`config.mk`:
```
export PLATFORM = sky130hd
export DESIGN_NAME = can_frame_flash_image_loader_core_flat
export DESIGN_NICKNAME = d
export VERILOG_FILES = /design/src/hw/rtl/cffl_pkg.sv /design/src/hw/rtl/cffl_intf.sv /design/src/hw/rtl/cffl_front.sv /design/src/hw/rtl/cffl_queue.sv /design/src/hw/rtl/cffl_back.sv /design/src/hw/rtl/can_frame_flash_image_loader_core.sv /design/src/flat_wrapper.sv
export SDC_FILE = /design/constraint.sdc
export NUM_CORES = 1
export LEC_CHECK = 0
export BUFFER_PORTS_ARGS = -buffer_cell sky130_fd_sc_hd__buf_2
export CAP_MARGIN = 25
export CELL_PAD_IN_SITES_DETAIL_PLACEMENT = 0
export CELL_PAD_IN_SITES_GLOBAL_PLACEMENT = 1
export CORE_UTILIZATION = 35
export DETAILED_ROUTE_END_ITERATION = 8
export PLACE_DENSITY = 0.65
export SLEW_MARGIN = 20
export SYNTH_ARGS = -nofsm -noshare
export SYNTH_HDL_FRONTEND = slang
export SYNTH_SLANG_ARGS = --single-unit
```
`constraint.sdc`:
```
create_clock -name clk -period 7.5 [get_ports clk]
set_input_delay 1.875 -clock clk [delete_from_list [all_inputs] [get_ports clk]]
set_output_delay 1.875 -clock clk [all_outputs]
set_load 0.02 [all_outputs]
```
`src/hw/rtl/cffl_pkg.sv`:
```
`default_nettype none
// ============================================================================
// cffl_pkg
// Shared types and constants of the CAN frame flash image loader.
// ============================================================================
package cffl_pkg;

    // Frame and word geometry
    localparam int FRAME_BYTES  = 8;
    localparam int WORD_BYTES   = 4;
    localparam int STREAM_BYTES = WORD_BYTES - 1 + FRAME_BYTES;
    localparam int FB_W         = $clog2(FRAME_BYTES);
    localparam int REM_W        = $clog2(STREAM_BYTES + 1);

    // Field widths
    localparam int ID_W       = 11;
    localparam int LEN_W      = 4;
    localparam int ADDR_W     = 28;
    localparam int SIZE_W     = 21;
    localparam int WORD_W     = 32;
    localparam int SEC_W      = 4;
    localparam int CNT_W      = 7;
    localparam int CMD_W      = 2;
    localparam int CFG_IDX_W  = 3;
    localparam int CFG_DATA_W = 28;

    localparam logic [LEN_W-1:0] FRAME_LEN = LEN_W'(FRAME_BYTES);

    // Register indexes
    localparam logic [CFG_IDX_W-1:0] REG_START_FRAME_ID  = 3'd0;
    localparam logic [CFG_IDX_W-1:0] REG_DONE_FRAME_ID   = 3'd1;
    localparam logic [CFG_IDX_W-1:0] REG_IMAGE_BASE_ADDR = 3'd2;
    localparam logic [CFG_IDX_W-1:0] REG_IMAGE_MAX_BYTES = 3'd3;

    // Register reset values
    localparam logic [ID_W-1:0]   RST_START_FRAME_ID  = 11'h010;
    localparam logic [ID_W-1:0]   RST_DONE_FRAME_ID   = 11'h012;
    localparam logic [ADDR_W-1:0] RST_IMAGE_BASE_ADDR = 28'h8020000;
    localparam logic [SIZE_W-1:0] RST_IMAGE_MAX_BYTES = 21'h040000;

    // Result commands
    localparam logic [CMD_W-1:0] CMD_ERASE    = 2'd0;
    localparam logic [CMD_W-1:0] CMD_PROGRAM  = 2'd1;
    localparam logic [CMD_W-1:0] CMD_LAUNCH   = 2'd2;
    localparam logic [CMD_W-1:0] CMD_NO_IMAGE = 2'd3;

    // Flash sector map
    localparam logic [ADDR_W-1:0] FLASH_BASE      = 28'h8000000;
    localparam logic [ADDR_W-1:0] MID_SECTOR_BASE = 28'h8010000;
    localparam logic [ADDR_W-1:0] BIG_SECTOR_BASE = 28'h8020000;
    localparam int                BIG_SHIFT       = 17;
    localparam int                SMALL_SHIFT     = 14;
    localparam logic [SIZE_W:0]   BIG_ROUND       = 22'h01FFFF;
    localparam logic [SIZE_W:0]   SMALL_ROUND     = 22'h003FFF;
    localparam logic [SEC_W-1:0]  BIG_FIRST_SEC   = 4'd5;
    localparam logic [SEC_W-1:0]  MID_SEC         = 4'd4;
    localparam logic [SEC_W-1:0]  SEC_MAX         = 4'd15;
    localparam logic [CNT_W-1:0]  MID_COUNT       = 7'd1;
    localparam logic [CNT_W-1:0]  CNT_MAX         = 7'd127;

    // Image check
    localparam logic [WORD_W-1:0] ERASED_WORD = 32'hFFFFFFFF;
    localparam logic [WORD_W-1:0] STACK_LO    = 32'h20000000;
    localparam logic [WORD_W-1:0] STACK_HI    = 32'h20020000;
    localparam logic [WORD_W-1:0] ENTRY_LO    = 32'h08020000;
    localparam logic [WORD_W-1:0] ENTRY_HI    = 32'h0803FFFF;
    localparam logic [7:0]        PAD_BYTE    = 8'hFF;

    typedef enum logic [1:0] {
        OP_ERASE,
        OP_DATA,
        OP_DONE
    } op_kind_t;

    typedef struct packed {
        op_kind_t                     kind;
        logic [LEN_W-1:0]             len;
        logic [FRAME_BYTES-1:0][7:0]  data;
    } op_t;

    typedef struct packed {
        logic [ID_W-1:0]   start_frame_id;
        logic [ID_W-1:0]   done_frame_id;
        logic [ADDR_W-1:0] image_base_addr;
        logic [SIZE_W-1:0] image_max_bytes;
    } cfg_t;

    typedef enum logic {
        BK_IDLE,
        BK_RUN
    } back_state_t;

endpackage
`default_nettype wire

```
`src/hw/rtl/cffl_intf.sv`:
```
`default_nettype none
// ============================================================================
// cffl interfaces
// Frame input, result output and register write channels.
// ============================================================================
interface cffl_frame_if;
    logic       valid;
    logic       ready;
    logic [10:0] frame_id;
    logic [3:0] byte_count;
    logic [7:0] data_0;
    logic [7:0] data_1;
    logic [7:0] data_2;
    logic [7:0] data_3;
    logic [7:0] data_4;
    logic [7:0] data_5;
    logic [7:0] data_6;
    logic [7:0] data_7;

    modport source (
        output valid, frame_id, byte_count,
        output data_0, data_1, data_2, data_3, data_4, data_5, data_6, data_7,
        input  ready
    );
    modport sink (
        input  valid, frame_id, byte_count,
        input  data_0, data_1, data_2, data_3, data_4, data_5, data_6, data_7,
        output ready
    );
endinterface

interface cffl_result_if;
    logic        valid;
    logic        ready;
    logic [1:0]  command;
    logic [27:0] word_address;
    logic [31:0] word_value;
    logic [3:0]  first_sector;
    logic [6:0]  sector_count;
    logic        overflow;
    logic        last;

    modport source (
        output valid, command, word_address, word_value,
        output first_sector, sector_count, overflow, last,
        input  ready
    );
    modport sink (
        input  valid, command, word_address, word_value,
        input  first_sector, sector_count, overflow, last,
        output ready
    );
endinterface

interface cffl_cfg_if;
    logic        valid;
    logic        ready;
    logic [2:0]  index;
    logic [27:0] data;

    modport source (output valid, index, data, input ready);
    modport sink (input valid, index, data, output ready);
endinterface
`default_nettype wire

```
`src/hw/rtl/cffl_front.sv`:
```
`default_nettype none
// ============================================================================
// cffl_front
// Accepts CAN frames, tracks programming mode and queues erase, data and
// done operations for the back end.
// ============================================================================
module cffl_front (
    input  logic              clk,
    input  logic              rst_n,
    cffl_frame_if.sink        frame,
    input  cffl_pkg::cfg_t    regs,
    output logic              push_valid,
    input  logic              push_ready,
    output cffl_pkg::op_t     push_op
);

    logic accept;
    logic programming_reg;
    logic programming_next;

    assign frame.ready = push_ready;
    assign accept      = frame.valid && push_ready;

    always_comb
    begin
        push_op.kind = cffl_pkg::OP_DATA;
        push_op.len  = (frame.byte_count > cffl_pkg::FRAME_LEN) ? cffl_pkg::FRAME_LEN
                                                                : frame.byte_count;
        push_op.data = {frame.data_7, frame.data_6, frame.data_5, frame.data_4,
                        frame.data_3, frame.data_2, frame.data_1, frame.data_0};
        push_valid       = 1'b0;
        programming_next = programming_reg;
        if (accept)
        begin
            if (frame.frame_id == regs.start_frame_id)
            begin
                push_op.kind     = cffl_pkg::OP_ERASE;
                push_valid       = 1'b1;
                programming_next = 1'b1;
            end
            else if (frame.frame_id == regs.done_frame_id)
            begin
                // a done frame outside programming mode is dropped
                if (programming_reg)
                begin
                    push_op.kind     = cffl_pkg::OP_DONE;
                    push_valid       = 1'b1;
                    programming_next = 1'b0;
                end
            end
            else if (programming_reg)
            begin
                push_valid = 1'b1;
            end
        end
    end

    always_ff @(posedge clk or negedge rst_n)
    begin
        if (!rst_n)
        begin
            programming_reg <= 1'b0;
        end
        else
        begin
            programming_reg <= programming_next;
        end
    end

endmodule
`default_nettype wire

```
`src/hw/rtl/cffl_queue.sv`:
```
`default_nettype none
// ============================================================================
// cffl_queue
// Short operation queue between the front and back ends.
// ============================================================================
module cffl_queue #(
    parameter int DEPTH = 2
) (
    input  logic           clk,
    input  logic           rst_n,
    input  logic           push_valid,
    output logic           push_ready,
    input  cffl_pkg::op_t  push_op,
    output logic           pop_valid,
    input  logic           pop_ready,
    output cffl_pkg::op_t  pop_op
);

    localparam int PW = (DEPTH > 1) ? $clog2(DEPTH) : 1;
    localparam int CW = $clog2(DEPTH + 1);

    cffl_pkg::op_t    entry_reg [DEPTH];
    logic [PW-1:0]    wr_ptr_reg;
    logic [PW-1:0]    wr_ptr_next;
    logic [PW-1:0]    rd_ptr_reg;
    logic [PW-1:0]    rd_ptr_next;
    logic [CW-1:0]    count_reg;
    logic [CW-1:0]    count_next;
    logic             do_push;
    logic             do_pop;

    assign push_ready = (count_reg != CW'(DEPTH));
    assign pop_valid  = (count_reg != '0);
    assign pop_op     = entry_reg[rd_ptr_reg];
    assign do_push    = push_valid && push_ready;
    assign do_pop     = pop_valid && pop_ready;

    always_comb
    begin
        wr_ptr_next = wr_ptr_reg;
        rd_ptr_next = rd_ptr_reg;
        count_next  = count_reg;
        if (do_push)
        begin
            wr_ptr_next = (wr_ptr_reg == PW'(DEPTH - 1)) ? '0 : wr_ptr_reg + 1'b1;
        end
        if (do_pop)
        begin
            rd_ptr_next = (rd_ptr_reg == PW'(DEPTH - 1)) ? '0 : rd_ptr_reg + 1'b1;
        end
        if (do_push && !do_pop)
        begin
            count_next = count_reg + 1'b1;
        end
        else if (do_pop && !do_push)
        begin
            count_next = count_reg - 1'b1;
        end
    end

    always_ff @(posedge clk or negedge rst_n)
    begin
        if (!rst_n)
        begin
            wr_ptr_reg <= '0;
            rd_ptr_reg <= '0;
            count_reg  <= '0;
        end
        else
        begin
            wr_ptr_reg <= wr_ptr_next;
            rd_ptr_reg <= rd_ptr_next;
            count_reg  <= count_next;
        end
    end

    always_ff @(posedge clk)
    begin
        if (do_push)
        begin
            entry_reg[wr_ptr_reg] <= push_op;
        end
    end

endmodule
`default_nettype wire

```
`src/hw/rtl/cffl_back.sv`:
```
`default_nettype none
// ============================================================================
// cffl_back
// Carries out queued operations: erase command, word packing with bounds
// check, flush of a partial word and the image check.
// ============================================================================
module cffl_back (
    input  logic              clk,
    input  logic              rst_n,
    input  cffl_pkg::cfg_t    regs,
    input  logic              pop_valid,
    output logic              pop_ready,
    input  cffl_pkg::op_t     pop_op,
    cffl_result_if.source     result
);

    localparam int RW  = cffl_pkg::REM_W;
    localparam int AW  = cffl_pkg::ADDR_W + 1;
    localparam int SB  = cffl_pkg::STREAM_BYTES;
    localparam int WB  = cffl_pkg::WORD_BYTES;
    localparam int FW  = cffl_pkg::FB_W;
    localparam int SW  = cffl_pkg::SIZE_W;
    localparam int BS  = cffl_pkg::BIG_SHIFT;
    localparam int SS  = cffl_pkg::SMALL_SHIFT;
    localparam int CW  = cffl_pkg::CNT_W;
    localparam int SCW = cffl_pkg::SEC_W;
    localparam int BIW = cffl_pkg::ADDR_W - BS;

    cffl_pkg::back_state_t state_reg;
    cffl_pkg::back_state_t state_next;

    logic [7:0]             stream_reg [SB];
    logic [7:0]             stream_next [SB];
    logic [7:0]             merged [SB];
    logic [7:0]             padded [SB];
    logic [7:0]             shifted [SB];
    logic [RW-1:0]          merge_idx [SB];
    logic [RW-1:0]          rem_reg;
    logic [RW-1:0]          rem_next;
    logic                   status_pend_reg;
    logic                   status_pend_next;
    logic [AW-1:0]          addr_reg;
    logic [AW-1:0]          addr_next;
    logic [31:0]            stack_reg;
    logic [31:0]            stack_next;
    logic [31:0]            entry_reg;
    logic [31:0]            entry_next;

    logic                   out_valid_reg;
    logic                   out_valid_next;
    logic [1:0]             cmd_reg;
    logic [1:0]             cmd_next;
    logic [27:0]            word_addr_reg;
    logic [27:0]            word_addr_next;
    logic [31:0]            word_value_reg;
    logic [31:0]            word_value_next;
    logic [3:0]             sector_reg;
    logic [3:0]             sector_next;
    logic [6:0]             count_reg;
    logic [6:0]             count_next;
    logic                   overflow_reg;
    logic                   overflow_next;
    logic                   last_reg;
    logic                   last_next;

    logic                   out_free;
    logic                   load_out;
    logic [31:0]            word;
    logic [AW-1:0]          base_ext;
    logic [AW:0]            end_addr;
    logic [AW:0]            addr_plus;
    logic                   in_area;
    logic                   image_ok;
    logic [27:0]            big_off;
    logic [27:0]            small_off;
    logic [BIW-1:0]         big_idx;
    logic [SW:0]            big_sum;
    logic [SW:0]            small_sum;
    logic [3:0]             erase_sector;
    logic [6:0]             erase_count;

    assign out_free = !out_valid_reg || result.ready;

    // Packing stream views
    always_comb
    begin
        for (int i = 0; i < SB; i++)
        begin
            merge_idx[i] = RW'(i) - rem_reg;
            if (RW'(i) < rem_reg)
            begin
                merged[i] = stream_reg[i];
            end
            else
            begin
                merged[i] = pop_op.data[merge_idx[i][FW-1:0]];
            end
            if ((i < WB) && (RW'(i) >= rem_reg))
            begin
                padded[i] = cffl_pkg::PAD_BYTE;
            end
            else
            begin
                padded[i] = stream_reg[i];
            end
            if (i + WB < SB)
            begin
                shifted[i] = stream_reg[(i + WB) % SB];
            end
            else
            begin
                shifted[i] = stream_reg[i];
            end
        end
    end

    assign word = {stream_reg[3], stream_reg[2], stream_reg[1], stream_reg[0]};

    // Image area bounds
    assign base_ext  = AW'(regs.image_base_addr);
    assign end_addr  = (AW + 1)'(regs.image_base_addr) + (AW + 1)'(regs.image_max_bytes);
    assign addr_plus = (AW + 1)'(addr_reg) + (AW + 1)'(WB);
    assign in_area   = (addr_reg >= base_ext) && (addr_plus <= end_addr);

    assign image_ok = (stack_reg != cffl_pkg::ERASED_WORD) && (entry_reg != cffl_pkg::ERASED_WORD)
                   && (stack_reg != '0) && (entry_reg != '0)
                   && (stack_reg >= cffl_pkg::STACK_LO) && (stack_reg <= cffl_pkg::STACK_HI)
                   && (entry_reg >= cffl_pkg::ENTRY_LO) && (entry_reg <= cffl_pkg::ENTRY_HI)
                   && entry_reg[0];

    // Sector map: 128KB sectors from the big base, one 64KB sector below it,
    // 16KB sectors at the start of flash
    always_comb
    begin
        big_off   = regs.image_base_addr - cffl_pkg::BIG_SECTOR_BASE;
        small_off = regs.image_base_addr - cffl_pkg::FLASH_BASE;
        big_idx   = big_off[27:BS];
        big_sum   = {1'b0, regs.image_max_bytes} + cffl_pkg::BIG_ROUND;
        small_sum = {1'b0, regs.image_max_bytes} + cffl_pkg::SMALL_ROUND;
        if (regs.image_base_addr >= cffl_pkg::BIG_SECTOR_BASE)
        begin
            if (big_idx > BIW'(cffl_pkg::SEC_MAX - cffl_pkg::BIG_FIRST_SEC))
            begin
                erase_sector = cffl_pkg::SEC_MAX;
            end
            else
            begin
                erase_sector = cffl_pkg::BIG_FIRST_SEC + big_idx[SCW-1:0];
            end
            erase_count = CW'(big_sum[SW:BS]);
        end
        else if (regs.image_base_addr >= cffl_pkg::MID_SECTOR_BASE)
        begin
            erase_sector = cffl_pkg::MID_SEC;
            erase_count  = cffl_pkg::MID_COUNT;
        end
        else
        begin
            if (regs.image_base_addr >= cffl_pkg::FLASH_BASE)
            begin
                erase_sector = SCW'(small_off[15:SS]);
            end
            else
            begin
                erase_sector = '0;
            end
            if (small_sum[SW:SS] > (SW - SS + 1)'(cffl_pkg::CNT_MAX))
            begin
                erase_count = cffl_pkg::CNT_MAX;
            end
            else
            begin
                erase_count = small_sum[SW-1:SS];
            end
        end
    end

    // Sequencer
    always_comb
    begin
        state_next       = state_reg;
        stream_next      = stream_reg;
        rem_next         = rem_reg;
        status_pend_next = status_pend_reg;
        addr_next        = addr_reg;
        stack_next       = stack_reg;
        entry_next       = entry_reg;
        pop_ready        = 1'b0;
        load_out         = 1'b0;
        cmd_next         = cffl_pkg::CMD_PROGRAM;
        word_addr_next   = '0;
        word_value_next  = '0;
        sector_next      = '0;
        count_next       = '0;
        overflow_next    = 1'b0;
        last_next        = 1'b0;

        case (state_reg)
            cffl_pkg::BK_IDLE:
            begin
                if (pop_valid)
                begin
                    case (pop_op.kind)
                        cffl_pkg::OP_ERASE:
                        begin
                            if (out_free)
                            begin
                                pop_ready   = 1'b1;
                                load_out    = 1'b1;
                                cmd_next    = cffl_pkg::CMD_ERASE;
                                sector_next = erase_sector;
                                count_next  = erase_count;
                                last_next   = 1'b1;
                                addr_next   = base_ext;
                                rem_next    = '0;
                                stack_next  = cffl_pkg::ERASED_WORD;
                                entry_next  = cffl_pkg::ERASED_WORD;
                            end
                        end
                        cffl_pkg::OP_DATA:
                        begin
                            pop_ready        = 1'b1;
                            stream_next      = merged;
                            rem_next         = rem_reg + RW'(pop_op.len);
                            status_pend_next = 1'b0;
                            state_next       = cffl_pkg::BK_RUN;
                        end
                        cffl_pkg::OP_DONE:
                        begin
                            pop_ready        = 1'b1;
                            stream_next      = padded;
                            rem_next         = (rem_reg != '0) ? RW'(WB) : '0;
                            status_pend_next = 1'b1;
                            state_next       = cffl_pkg::BK_RUN;
                        end
                        default:
                        begin
                            pop_ready = 1'b1;
                        end
                    endcase
                end
            end
            cffl_pkg::BK_RUN:
            begin
                if (rem_reg >= RW'(WB))
                begin
                    if (out_free)
                    begin
                        load_out        = 1'b1;
                        cmd_next        = cffl_pkg::CMD_PROGRAM;
                        word_addr_next  = addr_reg[AW-2:0];
                        word_value_next = word;
                        overflow_next   = !in_area;
                        last_next       = (rem_reg < RW'(2 * WB)) && !status_pend_reg;
                        stream_next     = shifted;
                        rem_next        = rem_reg - RW'(WB);
                        // an out-of-range word holds the address, so later words are flagged as overflow too
                        if (in_area)
                        begin
                            addr_next = addr_reg + AW'(WB);
                            if (addr_reg == base_ext)
                            begin
                                stack_next = word;
                            end
                            if (addr_reg == base_ext + AW'(WB))
                            begin
                                entry_next = word;
                            end
                        end
                    end
                end
                else if (status_pend_reg)
                begin
                    if (out_free)
                    begin
                        load_out         = 1'b1;
                        cmd_next         = image_ok ? cffl_pkg::CMD_LAUNCH
                                                    : cffl_pkg::CMD_NO_IMAGE;
                        last_next        = 1'b1;
                        status_pend_next = 1'b0;
                    end
                end
                else
                begin
                    // leftover bytes stay at the head of the stream as the partial word
                    state_next = cffl_pkg::BK_IDLE;
                end
            end
            default:
            begin
                state_next = cffl_pkg::BK_IDLE;
            end
        endcase

        out_valid_next = load_out || (out_valid_reg && !result.ready);
    end

    always_ff @(posedge clk or negedge rst_n)
    begin
        if (!rst_n)
        begin
            state_reg       <= cffl_pkg::BK_IDLE;
            rem_reg         <= '0;
            status_pend_reg <= 1'b0;
            addr_reg        <= AW'(cffl_pkg::RST_IMAGE_BASE_ADDR);
            stack_reg       <= cffl_pkg::ERASED_WORD;
            entry_reg       <= cffl_pkg::ERASED_WORD;
            out_valid_reg   <= 1'b0;
        end
        else
        begin
            state_reg       <= state_next;
            rem_reg         <= rem_next;
            status_pend_reg <= status_pend_next;
            addr_reg        <= addr_next;
            stack_reg       <= stack_next;
            entry_reg       <= entry_next;
            out_valid_reg   <= out_valid_next;
        end
    end

    always_ff @(posedge clk)
    begin
        stream_reg <= stream_next;
        if (load_out)
        begin
            cmd_reg        <= cmd_next;
            word_addr_reg  <= word_addr_next;
            word_value_reg <= word_value_next;
            sector_reg     <= sector_next;
            count_reg      <= count_next;
            overflow_reg   <= overflow_next;
            last_reg       <= last_next;
        end
    end

    assign result.valid        = out_valid_reg;
    assign result.command      = cmd_reg;
    assign result.word_address = word_addr_reg;
    assign result.word_value   = word_value_reg;
    assign result.first_sector = sector_reg;
    assign result.sector_count = count_reg;
    assign result.overflow     = overflow_reg;
    assign result.last         = last_reg;

endmodule
`default_nettype wire

```
`src/hw/rtl/can_frame_flash_image_loader_core.sv`:
```
`default_nettype none
// ============================================================================
// can_frame_flash_image_loader_core
// Turns received CAN frames into flash erase, program and launch commands.
// ============================================================================
// Channels: frame takes one received CAN frame per transaction; result gives
// one command per transaction, with last set on the final command a frame
// causes (up to two per frame); cfg writes one register per transaction
// (index 0 start id, 1 done id, 2 image base, 3 image size) and is always
// ready. Write registers only while the block is idle.
// Flow: a frame enters the operation queue in the cycle it is accepted, and
// the back end later takes it from the queue. An erase command is loaded into
// the output register as the back end takes the frame; a data frame is first
// merged into the stream register, then gives one word per cycle while the
// result is taken, and returns to idle with its leftover bytes held at the
// head of the stream. Frames outside programming mode, other than a start
// frame, are dropped in the front end and never reach the back end.
// Reset: registers return to their defaults, programming mode is left, the
// queue and output register empty, and the captured image words read erased.
// Stall: a held result stalls the back end, the queue fills, then frame
// ready drops until the result is taken.
// ============================================================================
module can_frame_flash_image_loader_core #(
    parameter int QUEUE_DEPTH = 2
) (
    input  logic            clk,
    input  logic            rst_n,
    cffl_frame_if.sink      frame,
    cffl_cfg_if.sink        cfg,
    cffl_result_if.source   result
);

    cffl_pkg::cfg_t regs_reg;
    cffl_pkg::cfg_t regs_next;

    logic           push_valid;
    logic           push_ready;
    cffl_pkg::op_t  push_op;
    logic           pop_valid;
    logic           pop_ready;
    cffl_pkg::op_t  pop_op;

    assign cfg.ready = 1'b1;

    always_comb
    begin
        regs_next = regs_reg;
        if (cfg.valid)
        begin
            case (cfg.index)
                cffl_pkg::REG_START_FRAME_ID:
                begin
                    regs_next.start_frame_id = cfg.data[cffl_pkg::ID_W-1:0];
                end
                cffl_pkg::REG_DONE_FRAME_ID:
                begin
                    regs_next.done_frame_id = cfg.data[cffl_pkg::ID_W-1:0];
                end
                cffl_pkg::REG_IMAGE_BASE_ADDR:
                begin
                    regs_next.image_base_addr = cfg.data[cffl_pkg::ADDR_W-1:0];
                end
                cffl_pkg::REG_IMAGE_MAX_BYTES:
                begin
                    regs_next.image_max_bytes = cfg.data[cffl_pkg::SIZE_W-1:0];
                end
                default:
                begin
                    regs_next = regs_reg;
                end
            endcase
        end
    end

    always_ff @(posedge clk or negedge rst_n)
    begin
        if (!rst_n)
        begin
            regs_reg.start_frame_id  <= cffl_pkg::RST_START_FRAME_ID;
            regs_reg.done_frame_id   <= cffl_pkg::RST_DONE_FRAME_ID;
            regs_reg.image_base_addr <= cffl_pkg::RST_IMAGE_BASE_ADDR;
            regs_reg.image_max_bytes <= cffl_pkg::RST_IMAGE_MAX_BYTES;
        end
        else
        begin
            regs_reg <= regs_next;
        end
    end

    cffl_front u_front (
        .clk        (clk),
        .rst_n      (rst_n),
        .frame      (frame),
        .regs       (regs_reg),
        .push_valid (push_valid),
        .push_ready (push_ready),
        .push_op    (push_op)
    );

    cffl_queue #(
        .DEPTH (QUEUE_DEPTH)
    ) u_queue (
        .clk        (clk),
        .rst_n      (rst_n),
        .push_valid (push_valid),
        .push_ready (push_ready),
        .push_op    (push_op),
        .pop_valid  (pop_valid),
        .pop_ready  (pop_ready),
        .pop_op     (pop_op)
    );

    cffl_back u_back (
        .clk        (clk),
        .rst_n      (rst_n),
        .regs       (regs_reg),
        .pop_valid  (pop_valid),
        .pop_ready  (pop_ready),
        .pop_op     (pop_op),
        .result     (result)
    );

endmodule
`default_nettype wire
```
`src/flat_wrapper.sv`:
```
// flat-port wrapper written by rule: the top's interface ports become plain ports
module can_frame_flash_image_loader_core_flat 
#(
    parameter int QUEUE_DEPTH = 2
)
  (clk, rst_n, frame_valid, frame_frame_id, frame_byte_count, frame_data_0, frame_data_1, frame_data_2, frame_data_3, frame_data_4, frame_data_5, frame_data_6, frame_data_7, frame_ready, cfg_valid, cfg_index, cfg_data, cfg_ready, result_valid, result_command, result_word_address, result_word_value, result_first_sector, result_sector_count, result_overflow, result_last, result_ready);
  cffl_frame_if frame_i ();
  cffl_cfg_if cfg_i ();
  cffl_result_if result_i ();
  input  logic clk;
  input  logic rst_n;
  input wire logic [$bits(frame_i.valid)-1:0] frame_valid;
  input wire logic [$bits(frame_i.frame_id)-1:0] frame_frame_id;
  input wire logic [$bits(frame_i.byte_count)-1:0] frame_byte_count;
  input wire logic [$bits(frame_i.data_0)-1:0] frame_data_0;
  input wire logic [$bits(frame_i.data_1)-1:0] frame_data_1;
  input wire logic [$bits(frame_i.data_2)-1:0] frame_data_2;
  input wire logic [$bits(frame_i.data_3)-1:0] frame_data_3;
  input wire logic [$bits(frame_i.data_4)-1:0] frame_data_4;
  input wire logic [$bits(frame_i.data_5)-1:0] frame_data_5;
  input wire logic [$bits(frame_i.data_6)-1:0] frame_data_6;
  input wire logic [$bits(frame_i.data_7)-1:0] frame_data_7;
  output wire logic [$bits(frame_i.ready)-1:0] frame_ready;
  input wire logic [$bits(cfg_i.valid)-1:0] cfg_valid;
  input wire logic [$bits(cfg_i.index)-1:0] cfg_index;
  input wire logic [$bits(cfg_i.data)-1:0] cfg_data;
  output wire logic [$bits(cfg_i.ready)-1:0] cfg_ready;
  output wire logic [$bits(result_i.valid)-1:0] result_valid;
  output wire logic [$bits(result_i.command)-1:0] result_command;
  output wire logic [$bits(result_i.word_address)-1:0] result_word_address;
  output wire logic [$bits(result_i.word_value)-1:0] result_word_value;
  output wire logic [$bits(result_i.first_sector)-1:0] result_first_sector;
  output wire logic [$bits(result_i.sector_count)-1:0] result_sector_count;
  output wire logic [$bits(result_i.overflow)-1:0] result_overflow;
  output wire logic [$bits(result_i.last)-1:0] result_last;
  input wire logic [$bits(result_i.ready)-1:0] result_ready;
  assign frame_i.valid = frame_valid;
  assign frame_i.frame_id = frame_frame_id;
  assign frame_i.byte_count = frame_byte_count;
  assign frame_i.data_0 = frame_data_0;
  assign frame_i.data_1 = frame_data_1;
  assign frame_i.data_2 = frame_data_2;
  assign frame_i.data_3 = frame_data_3;
  assign frame_i.data_4 = frame_data_4;
  assign frame_i.data_5 = frame_data_5;
  assign frame_i.data_6 = frame_data_6;
  assign frame_i.data_7 = frame_data_7;
  assign frame_ready = frame_i.ready;
  assign cfg_i.valid = cfg_valid;
  assign cfg_i.index = cfg_index;
  assign cfg_i.data = cfg_data;
  assign cfg_ready = cfg_i.ready;
  assign result_valid = result_i.valid;
  assign result_command = result_i.command;
  assign result_word_address = result_i.word_address;
  assign result_word_value = result_i.word_value;
  assign result_first_sector = result_i.first_sector;
  assign result_sector_count = result_i.sector_count;
  assign result_overflow = result_i.overflow;
  assign result_last = result_i.last;
  assign result_i.ready = result_ready;
  can_frame_flash_image_loader_core #(.QUEUE_DEPTH(QUEUE_DEPTH)) u_core (.clk(clk), .rst_n(rst_n), .frame(frame_i), .cfg(cfg_i), .result(result_i));
endmodule
```
==> results by group, run 1 <==
Status
  – Outcome: complete, no violations

Critical path
  – Crit path max fanout: 16
  – CP dominant cell by count: a31oi_1
  – Arrival time worst endpoint: 6.74 ns
  – Crit end category: flop
  – Crit path kind: flop to flop
  – Reg2reg start: u_core.regs_reg[25]$_DFFE_PN0P_
  – Crit path largest cell delay: 0.66 ns
  – CP max-delay cell: o31ai_1
  – CP Launch Type: flop
  – Cell Chain, Critical Path: ha_1 > a21oi_1 > nand2_1 > a31oi_1 > o31ai_1 > a21o_1 > a31oi_1 > o31ai_1 > nand4_1 > xnor2_1 > ha_1 > and3_1 > a221o_1 > a31oi_1 > o2111ai_1 > and3_1 > nor3_2 > a21oi_4 > a21oi_2 > o22a_1
  – Critical Path Source: u_core.regs_reg[25]$_DFFE_PN0P_
  – CP required: 8.06 ns

Layout
  – Storage cell area: 13200 um^2
  – Share of cells above drive strength 1: 0.236
  – Area of the multi-input gates: 11000 um^2
  – NumNets Final: 2412
  – Fill cells: 6646
  – Area Growth Syn to Fin: 15.1%
  – Max FFs per register: 140

Die
  – Chip width: 268 um
  – Chip height: 268 um
  – Initial core utilization: 0.354
  – Full die area: 71900 um^2
  – Total core area: 70000 um^2
  – Row Count: 97
  – I/O pin count: 193

Synth
  – Number of flops mapped to enable cells by yosys: 303
  – Synth cell types: 80
  – Syn_nets: 2267
  – Sequential-to-total area share from yosys stat: 0.532
  – Area leader, netlist: edfxtp_1
  – Top-count cell post-synth: edfxtp_1
  – Yosys top cell area share: 0.367
  – Synth top cells by count: edfxtp_1 (303), nand2_1 (193), o21ai_0 (137), nor2_1 (115), dfrtp_1 (104)
  – Gate Count Post-Synth: 2051
  – Asr flop ratio synth: 0.346
  – #FFs+latches synth: 463
  – Top cells by area, synth: edfxtp_1 (37%), dfrtp_1 (11%), mux4_2 (7.3%)
  – Syn. warnings: 0
  – Syn_area_per_cell: 12.1 um^2
  – Top_reg_cell synth: edfxtp_1
  – Syn Std Cell Area: 24800 um^2

STA
  – Worst Slack Setup Final: 1.31 ns
  – Fin. Hold Viols: 0
  – Clock Skews: 0.0298 ns
  – Final setup viols: 0
  – Worst slew pin tran: 0.968 ns
  – Min Tclk post-route: 6.19 ns
  – Max Freq: 162 MHz
  – Final Max Slew Viols: 0
  – RSZ-0062 raised after global routing: false
  – Slew headroom: 0.338
  – Post-route setup TNS: 0 ns
  – Tcrit/Tclk final: 0.825

Power
  – Switching share of power: 0.398
  – Reg power frac: 0.377
  – LEAKAGE: 10.8 nW
  – Pwr dens: 455 nW/um^2
  – Pint: 7.81 mW
  – Clock power share: 0.204
  – Combinational fraction of design power: 0.419
  – Psw: 5.17 mW
  – VDD IR max: 0.259 mV

Route
  – DRT antenna net count: 0
  – Total wire length: 69600 um
  – Detailed-route wire length per cell: 21.9 um
  – Initial DRC count: 1353
  – Drc violations: 0
  – DR pass1 iterations: 5
  – Vias/cell: 5.34
  – Vias post-DR: 17000

GRT
  – Vias in the first global route: 17000
  – First-pass GRT wire length: 106000 um
  – Largest net degree at the start of global routing: 87
  – GRT Total Usage: 0.194
  – Final global-route overflow total: 0
  – Initial antenna violation count: 5

Clock tree
  – Clock Path Buffers: 3
  – Clock transition at path regs: 0.06 ns
  – Worst skew pair latency: 0.63 ns
  – Hold buffers post-CTS: 0
  – CTS resizes: 0
  – H-tree Lvls: 2
  – Total CTS buffers: 53
  – CTS sink count: 463
  – Post-CTS Setup Bufs: 0
  – CTS Root Cell: clkbuf_16
  – CTS tree: built

Min path
  – Hold Path Origin: u_core.u_back.addr_reg[0]$_DFFE_PN0P_
  – Min-delay worst type: flop to flop

Place
  – Routability cong.: 0.911
  – Pre-CTS setup slack: 1.13 ns
  – PortBufs: 191
  – Hpwl dp: 51000 um

Job
  – Maxcap violations: 0
[cell families after synthesis]
group / Yosys count / synth area share
AO/OA/AOI/OAI: 398 / 0.104
XOR/XNOR: 119 / 0.0421
adder cells (fa/ha/maj): 101 / 0.0516
buffers and inverters: 182 / 0.0297
flip-flops: 463 / 0.532
multiplexers: 199 / 0.124
other: 1 / 0.000151
AND/OR/NAND/NOR: 588 / 0.117
[power groups by stage]
stage          logic, mW  clock network, mW  registers [mW]
6_report            5.44               2.65            4.89
5_1_grt             5.99               2.81            5.02
4_1_cts             5.44               2.73            4.91
3_5_place_dp        5.42                  0            4.95
3_3_place_gp        5.33                  0            4.92
2_1_floorplan       3.79                  0            4.74
[cells in the final DEF (no fill, tap or decap), types with 57 or more instances in the layout]
cell / instances
nor2_1: 112
edfxtp_1: 303
a21oi_1: 76
and2_1: 69
xnor2_1: 79
o21ai_0: 137
mux2_2: 65
o22a_1: 57
dfrtp_1: 101
buf_2: 191
nand2_1: 192
mux4_2: 80
ha_1: 99
[path summary, 6_finish.rpt]
path	to	slack (ns)	cells past startpoint
setup / recovery	u_core.u_back.entry_reg[25]$_DFFE_PN1P_	1.31	20
hold / removal	u_core.u_back.addr_reg[0]$_DFFE_PN0P_	0.49	2
setup reg to reg	u_core.u_back.entry_reg[25]$_DFFE_PN1P_	1.31	20
hold reg to reg	u_core.u_back.addr_reg[0]$_DFFE_PN0P_	0.49	2
max in group asynchronous	u_core.u_back.stack_reg[1]$_DFFE_PN1P_	4.91	3
min in group asynchronous	u_core.regs_reg[52]$_DFFE_PN0P_	1.33	1
[through the flow]
step	hold slack, ns	area (um^2)	utilization	cells	power [mW]
3_5_place_dp	0.482	26700	0.381	3079	10.4
2_1_floorplan	0.450	24800	-	2051	8.53
3_3_place_gp	0.469	26600	0.380	3077	10.3
6_report	0.486	28500	0.407	3181	13.0
5_1_grt	0.524	28500	0.407	3179	13.8
4_1_cts	0.496	28400	0.406	3177	13.1
[worst max-delay path, delay by kind of cell (launching register included)]
kind / cells / cell delay [ns]
and+or+nand+nor: 5 / 1.23
xor gates and xnor gates: 1 / 0.18
adders and majority gates: 2 / 0.73
DFF: 1 / 0.46
AOI/OAI and AO/OA: 12 / 3.50
[layout make-up]
cell class	instances	area share
Clock buffer	64	0.0487
Clock inverter	34	0.0140
Antenna cell	2	0.000175
Sequential cell	463	0.462
Inverter	55	0.00724
Multi-Input combinational cell	1406	0.385
Tap cell	940	0.0412
Timing Repair Buffer	217	0.0420
[layer usage]
layer / track usage / wire [um] / vias up / share of wire
met2: 0.307 / 32100 / 396 / 0.46
li1: - / - / 7975 / -
met5: 0 / 46 / - / 0.00066
met1: 0.281 / 33000 / 8515 / 0.47
met3: 0.0290 / 3250 / 83 / 0.047
met4: 0.0415 / 1120 / 6 / 0.016
Note: power is estimated with default switching activity, not from simulation.
==> run 2: changes to the inputs <==
- PLACE_DENSITY: 0.65 -> 0.68
- clock period: 7.5 -> 5.2 ns (I/O delays scaled with it)
==> results by group, run 2 (synthesized netlist as in run 1, its figures left out) <==
Layout
  – Area of the multi-input gates: 11100 um^2
  – Commonest non-fill, non-tap cell in the layout: edfxtp_1
  – Storage cell area: 13200 um^2
  – Final core occ: 0.413
  – Most frequent cells in the layout: edfxtp_1 (303), nand2_1 (192), buf_2 (190)
  – NumNets Final: 2455
  – Share of cells above drive strength 1: 0.259
  – Max FFs per register: 140
  – Area Growth Syn to Fin: 16.8%
  – Fill cells: 6538

Place
  – Hpwl dp: 51600 um
  – Routability cong.: 0.920
  – PortBufs: 191

GRT
  – First-pass GRT wire length: 106000 um
  – Initial antenna violation count: 4
  – Largest net degree at the start of global routing: 100
  – Vias in the first global route: 17300
  – Final global-route overflow total: 0
  – GRT Total Usage: 0.193

Clock tree
  – CTS sink count: 463
  – H-tree Lvls: 2
  – CTS Root Cell: clkbuf_16
  – Total CTS buffers: 51
  – CTS tree: built
  – Clock Path Buffers: 3
  – Worst skew pair latency: 0.62 ns
  – Hold buffers post-CTS: 0
  – Clock transition at path regs: 0.07 ns

Min path
  – Min-delay worst type: flop to flop

Die
  – Row Count: 97
  – Total core area: 70000 um^2
  – Chip width: 268 um
  – I/O pin count: 193
  – Chip height: 268 um
  – Full die area: 71900 um^2
  – Initial core utilization: 0.354

STA
  – Worst slew pin tran: 1.04 ns
  – Final Max Slew Viols: 0
  – Final setup viols: 0
  – Clock Skews: 0.0391 ns
  – Tcrit/Tclk final: 0.943
  – Fin. Hold Viols: 0
  – Worst hold margin: 0.502 ns
  – Min Tclk post-route: 4.91 ns
  – Slew headroom: 0.305
  – Max Freq: 204 MHz

Power
  – Clock power share: 0.196
  – Combinational fraction of design power: 0.440
  – Reg power frac: 0.364
  – Pwr dens: 651 nW/um^2
  – Switching share of power: 0.396
  – LEAKAGE: 11.1 nW
  – Pint: 11.4 mW
  – VDD IR max: 0.266 mV
  – Psw: 7.46 mW

Route
  – Detailed-route wire length per cell: 21.5 um
  – Vias/cell: 5.36
  – Vias post-DR: 17300
  – DRT antenna net count: 0
  – DR pass1 iterations: 5
  – Initial DRC count: 1246
  – Total wire length: 69400 um
  – Drc violations: 0

Critical path
  – CP Launch Type: flop
  – Crit end category: flop
  – Crit path largest cell delay: 0.42 ns
  – Crit path kind: flop to flop
  – CP required: 5.75 ns
  – Arrival time worst endpoint: 5.45 ns
  – Cell Chain, Critical Path: ha_1 > a21o_1 > a21o_1 > a31oi_2 > o31ai_2 > buf_4 > a21o_1 > a31oi_2 > o31ai_2 > nand4_1 > xnor2_1 > ha_1 > and3_1 > a221o_1 > a31oi_2 > o2111ai_1 > and3_2 > nor2_1 > a31oi_1 > nor2_2 > buf_4 > clkbuf_16 > o22a_1
  – CP max-delay cell: dfrtp_1
  – Crit path max fanout: 16

Job
  – Maxcap violations: 0

Status
  – Outcome: complete, no violations
==> run 2: cell count changes in the layout (fill, tap and decap cells not counted), sizes merged <==
cell / before / now
buf: 217 / 260
clkbuf: 64 / 66
clkinvlp: 4 / 3
bufinv: 6 / 5
inv: 56 / 57
diode: 2 / 3
clkinv: 23 / 22
==> run 2: worst max-delay path: cells and delay by family (launching register included) <==
family          cells  cell delay [ns]
flops               1             0.42
simple gates        5             0.98
fa+ha+maj           2             0.62
xor+xnor            1             0.17
buf+inv             3             0.50
compound gates     12             2.17
==> run 2: per-stage QoR <==
| stage | TNS [ns] | worst slack, ns | total power [mW] | cells | cell area, um^2 |
|---|---|---|---|---|---|
| floorplan | 0 | 0.352 | 12.3 | 2051 | 24800 |
| global placement | 0 | 0.00455 | 14.9 | 3120 | 27000 |
| detailed placement | -3.51 | -0.207 | 15.1 | 3120 | 27000 |
| CTS | 0 | 0.0294 | 18.9 | 3216 | 28800 |
| global route | -0.210 | -0.0225 | 20.0 | 3224 | 29000 |
| finish | 0 | 0.295 | 18.8 | 3225 | 29000 |
==> run 2: path summary, 6_finish.rpt <==
kind | cells past startpoint | end | startpoint | slack (ns)
max reg2reg | 23 | u_core.u_back.stack_reg[21]$_DFFE_PN1P_ | u_core.regs_reg[1]$_DFFE_PN0P_ | 0.29
min in group asynchronous | 1 | u_core.regs_reg[52]$_DFFE_PN0P_ | rst_n | 0.77
max | 23 | u_core.u_back.stack_reg[21]$_DFFE_PN1P_ | u_core.regs_reg[1]$_DFFE_PN0P_ | 0.29
min reg2reg | 2 | u_core.u_back.addr_reg[0]$_DFFE_PN0P_ | u_core.u_back.addr_reg[0]$_DFFE_PN0P_ | 0.50
max in group asynchronous | 2 | u_core.regs_reg[50]$_DFFE_PN1P_ | rst_n | 3.54
min | 2 | u_core.u_back.addr_reg[0]$_DFFE_PN0P_ | u_core.u_back.addr_reg[0]$_DFFE_PN0P_ | 0.50
==> run 2: per-layer routing <==
metal	routed length (um)	GRT usage	up-vias
li1	-	-	8062
met1	32400	0.276	8715
met2	32100	0.307	436
met3	3460	0.0276	83
met4	1400	0.0465	4
met5	22	0	-
==> run 2: layout make-up <==
cell class,instances,area share
multi-input cells,1406,0.382
well taps,940,0.0406
clock inverters,32,0.0128
diodes,3,0.000259
repair buffers,262,0.0551
flip-flops and latches,463,0.455
clock buffers,64,0.0469
inverters,55,0.00713
==> run 2: repair_timing <==
item                       4_1_cts  5_1_grt
buffers inserted                 0        4
pin swaps                        0        9
setup endpoints to repair       27       76
cloned                           0        1
gates resized for setup          6       16
==> run 2: power by group through the flow <==
stage | sequential, mW | clock, mW | combinational (mW)
after global placement | 6.88 | 0 | 8.04
final | 6.86 | 3.69 | 8.28
after detailed placement | 6.94 | 0 | 8.18
after floorplan | 6.83 | 0 | 5.46
after global routing | 7.01 | 3.91 | 9.07
after CTS | 6.87 | 3.79 | 8.24
